File: src/drrip_ram.sv
// generic simple dual-port ram with registered read
`timescale 1ns / 1ps

module drrip_ram #(
  parameter int WIDTH = 8,
  parameter int DEPTH = 256
) (
  input  logic                     clk,
  input  logic                     we,
  input  logic [$clog2(DEPTH)-1:0] waddr,
  input  logic [WIDTH-1:0]         wdata,
  input  logic                     re,
  input  logic [$clog2(DEPTH)-1:0] raddr,
  output logic [WIDTH-1:0]         rdata
);

  logic [WIDTH-1:0] mem [DEPTH];

  // write port
  always_ff @(posedge clk) begin
    if (we) begin
      mem[waddr] <= wdata;
    end
  end

  // registered read port, holds when idle
  always_ff @(posedge clk) begin
    if (re) begin
      rdata <= mem[raddr];
    end
  end

endmodule

File: config.mk
export PLATFORM = sky130hd
export DESIGN_NAME = drrip_ram
export DESIGN_NICKNAME = d
export VERILOG_FILES = /design/src/drrip_ram.sv
export SDC_FILE = /design/constraint.sdc
export NUM_CORES = 2
export LEC_CHECK = 0
export BUFFER_PORTS_ARGS = -buffer_cell sky130_fd_sc_hd__buf_4
export CAP_MARGIN = 10
export CORE_MARGIN = 2
export CORE_UTILIZATION = 55
export CTS_CLUSTER_DIAMETER = 80
export DETAILED_ROUTE_END_ITERATION = 12
export PLACE_DENSITY = 0.82
export SLEW_MARGIN = 30
export SYNTH_ARGS = -nofsm -noshare
export SYNTH_HDL_FRONTEND = slang
export SYNTH_SLANG_ARGS = --single-unit
File: constraint.sdc
create_clock -name clk -period 2.33 [get_ports clk]
set_input_delay 0.1165 -clock clk [delete_from_list [all_inputs] [get_ports clk]]
set_output_delay 0.1165 -clock clk [all_outputs]
set_load 0.03 [all_outputs]
After elaboration in Yosys (flattened, before gate mapping). Memories as Yosys holds them, arrays and structs flattened. A register that Yosys moved wholly into a read port is not among the register bits. Cells that the tools add are included.

Register bits: 0. Latch bits: 0. RAM bits: 2048. ROM bits: 0. Bits of input ports: 27. Output and inout bits: 8. Logic and storage cells: 3. Memories kept: 1.

Memory list: mem (words 256, bits a word 8, read ports 1, clocked after Yosys merged registers in 1, write ports 1, line 17) `logic [WIDTH-1:0] mem [DEPTH];`.

Add/subtract/negate cells: 0. Multiply operators: 0. Div/mod/pow operators: 0. $lt $le $gt $ge: 0. Equality and inequality tests: 0. Shift operators: 0. Mux-type cells: 2. Bitwise operators: 0. Reductions and logical operators: 0.

Operators with widths (count): $mux W1 (2).

Logic depth before layout (Yosys ltp).
Depth in word-level cells: 2. Gate-level depth with buffers: 11. Gate-level depth less buffers: 6.

Worst setup path before layout. Ideal clock, no wire load.

Kind: input to register. From: input port raddr[0]. To: register rdata[2], read port of mem (data pin). Setup time: 269 ps. Arrival: 1924 ps. Data required time: 2061 ps. Path slack: 137 ps. Cell stages on the path: 9. Buffers on the path: 4. Cells stage by stage: buf_6 buf_12 buf_8 buf_2 mux4_2 a22oi_1 a21oi_1 nor4_1 nor4_2.

RTL lines: from (decl) (line 13) `input logic [$clog2(DEPTH)-1:0] raddr,`; to (decl) (line 14) `output logic [WIDTH-1:0] rdata`.

==> metrics.txt <==
Hold Crit Class input port to register; Synth area leader edfxtp_1; worst-path cell chain mux4_1, mux4_2, nor2_1, a2111oi_1, nor3_2, nor4_1; EDFF count, synth between 2k and 2.5k; remaining global-route overflow 0; dpl cells between 6k and 7k; first-pass GRT wire length ~330,000 um; CTS root buffer clkbuf_16; DP HPWL ~130,000 um; TritonCTS clock tree built; RR Startpoint mem[129][1]; worst reg-to-reg setup slack -170 ps; Layout Skew roughly 53 ps; IO Pins 35; Routed Antenna Nets 0; worst vdd ir about 0.88 mV; sequential fraction of the synthesis area 0.7753; Post-Syn Area about 80,000 um2; Slew HR 0.2779; status complete, but fails checks; WP data arrival around 3100 ps; hold path depth 4; share of cells above drive strength 1 0.3289; Mapped Cells about 3.7k; Die Ht approximately 380 um; crit-path max cell delay approximately 540 ps; Max-cap violations 0; Netlist cell types 54; Fin Hold WS 57.38 ps; largest cells by area after synthesis edfxtp_1 78%, mux4_2 13%, mux2i_1 1.7%; Worst Max-Slew Pin Slew between 1000 and 1500 ps; largest net degree at the start of global routing 109; Synth Flop Type edfxtp_1; final setup fails 7; vias per inst 6.979; slowest cell on the critical path mux4_1; Hold Startpoint we; RSZ-0062 raised after global routing true; drc violations 0; fin cells 6,465; number of global-route vias before repair between 40k and 50k; drt total wl 229,000 um; Setup TNS -677.4 ps; hold path endpoint mem[221][4]; crit-path max FO 1; worst setup path class register to register; post-layout min period about 2500 ps; Site Rows between 100 and 150; reg-to-reg endpoint rdata[1]; Nets between 4k and 5k; Mapped Avg Cell Area ~21 um2; Final Max Tran Viols 0; power per cell area roughly 800 nW/um2; antenna violations before repair 13; Worst Reg-to-Reg Cells 6; core region area 143,700 um2; endpoints failing hold 0; Initial Util 0.5544; DR vias 45.12k; Tot GR Track Use 0.3103; CTS buffer count 190; final worst slack -167.2 ps; syn nets around 3.8k; post-synth top area share 0.7753; crit path launch type register; WP data required between 2000 and 3000 ps; 1st-pass router iterations 9; Die Area roughly 150,000 um2; #FFs+latches synth between 2k and 2.5k; Clk Latency, worst-skew pair 840 ps; postcts setup bufs 0; period utilisation layout 1.072; clk buf depth 3; RePlAce Congestion approximately 0.91; Max Clk Rate ~0.40 GHz; Clock transition at path regs around 70 ps; Area Overhead vs Synth 17.62%; failing checks negative setup slack; DIE WIDTH between 300 and 400 um; H-tree depth 4; Port Buffers 34; Avg WL per Cell approximately 35 um; Sink Count just over 2k; Util after Layout 0.6520; DRC violation total after the first TritonRoute iteration about 8.4k; Leakage a little over 0.03 uW; critical path capture point type register; post-synthesis async set-or-reset flop share 0; YS warnings 0
-- critical path: cells and delay by family, from the launching register on --
kind / cells / cell delay (ps)
AO/OA/AOI/OAI: 1 / 90
flip-flops: 1 / 370
multiplexers: 2 / 1020
AND/OR/NAND/NOR: 3 / 750
-- per-layer routing --
layer / up-vias / wire length [um] / GRT usage
met1: 22591 / 71210 / 0.3893
met3: 1017 / 33130 / 0.09042
met2: 4488 / 108900 / 0.4911
met4: 12 / 15720 / 0.1694
li1: 17012 / - / -
met5: - / 81 / 0.0006498
-- placed cells by master (no fill, tap or decap), types with 16 or more instances in the layout --
master / synthesis / final
mux2i_1: 134 / 134
mux4_2: 454 / 454
nand2_1: 33 / 33
buf_12: 8 / 75
buf_4: 27 / 607
nor2_1: 282 / 276
bufinv_16: 0 / 19
edfxtp_1: 2056 / 2056
a21oi_1: 96 / 93
clkinv_1: 1 / 41
clkinv_2: 0 / 39
nor3_1: 22 / 16
nor2b_1: 31 / 23
clkbuf_1: 111 / 32
nand3_1: 34 / 33
clkbuf_16: 0 / 192
dlygate4sd3_1: 0 / 17
o221ai_1: 46 / 45
a22oi_1: 133 / 126
o22ai_1: 28 / 27
-- worst max path at each step --
| stage | startpoint | end | slack, ps | cells past startpoint |
|---|---|---|---|---|
| finish | mem[129][1] | rdata[1] | -170 | 6 |
| global route | mem[129][1] | rdata[1] | -180 | 6 |
| CTS | mem[131][2] | rdata[2] | -80 | 7 |
| detailed placement | raddr[0] | rdata[0] | -930 | 11 |
| global placement | raddr[0] | rdata[0] | -880 | 10 |
| floorplan | raddr[0] | rdata[2] | 140 | 9 |
-- layout make-up --
cell class,instances,area [um2]
inverters,2,7.507
multi-input cells,1442,16940
repair buffers,712,6402
well taps,1903,2381
flip-flops and latches,2056,61740
clock buffers,224,4925
clock inverters,119,1250
fillers,8413,49990
diodes,7,17.52
-- metrics by stage --
step | instance area, um2 | total power (uW) | setup WS [ps]
after floorplan | 79640 | 43620 | 137.4
after global placement | 86810 | 45650 | -880.4
after detailed placement | 86810 | 45790 | -931.3
after CTS | 93460 | 76470 | -76.07
after global routing | 93650 | 78170 | -183.7
final | 93660 | 76860 | -167.2
-- power by group --
group	leakage [uW]	switching, uW	total (uW)	internal [uW]
registers	0.0185	74.6	40800	40800
logic	0.00881	2820	4610	1780
clock network	0.00301	14100	31400	17300
total	0.0303	17000	76900	59900
-- synthesized netlist by cell type (21+ instances only) --
master and count:
buf_4 27, nor2b_1 31, nor2_1 282, nand3_1 34, o22ai_1 28, buf_1 22
clkbuf_1 111, buf_6 21, a22oi_1 133, a21oi_1 96, nor3_1 22, o221ai_1 46
edfxtp_1 2056, nand2_1 33, mux4_2 454, buf_2 31, mux2i_1 134, nor4_1 24
-- state kept, by name, indices dropped and copies added (netlist names) --
name,cells
mem,2048
rdata,8
-- cells by family (layout without fill, tap and decap cells) --
kind of cell / count (synthesis) / count (layout) / share of synthesized area
other: 0 / 7 / 0
and+or+nand+nor: 466 / 466 / 0.02625
DFF: 2056 / 2056 / 0.7753
buffers and inverters: 235 / 1057 / 0.01829
AOI/OAI and AO/OA: 385 / 385 / 0.03416
muxes: 591 / 591 / 0.1460
-- what timing repair did --
item,in CTS,in global routing
pin swaps,17,15
hold buffers,17,0
cloned,0,0
endpoints found under the setup margin,8,8
hold endpoints to repair,649,0
resized for setup,51,32
(Power assumes the default switching activity.)
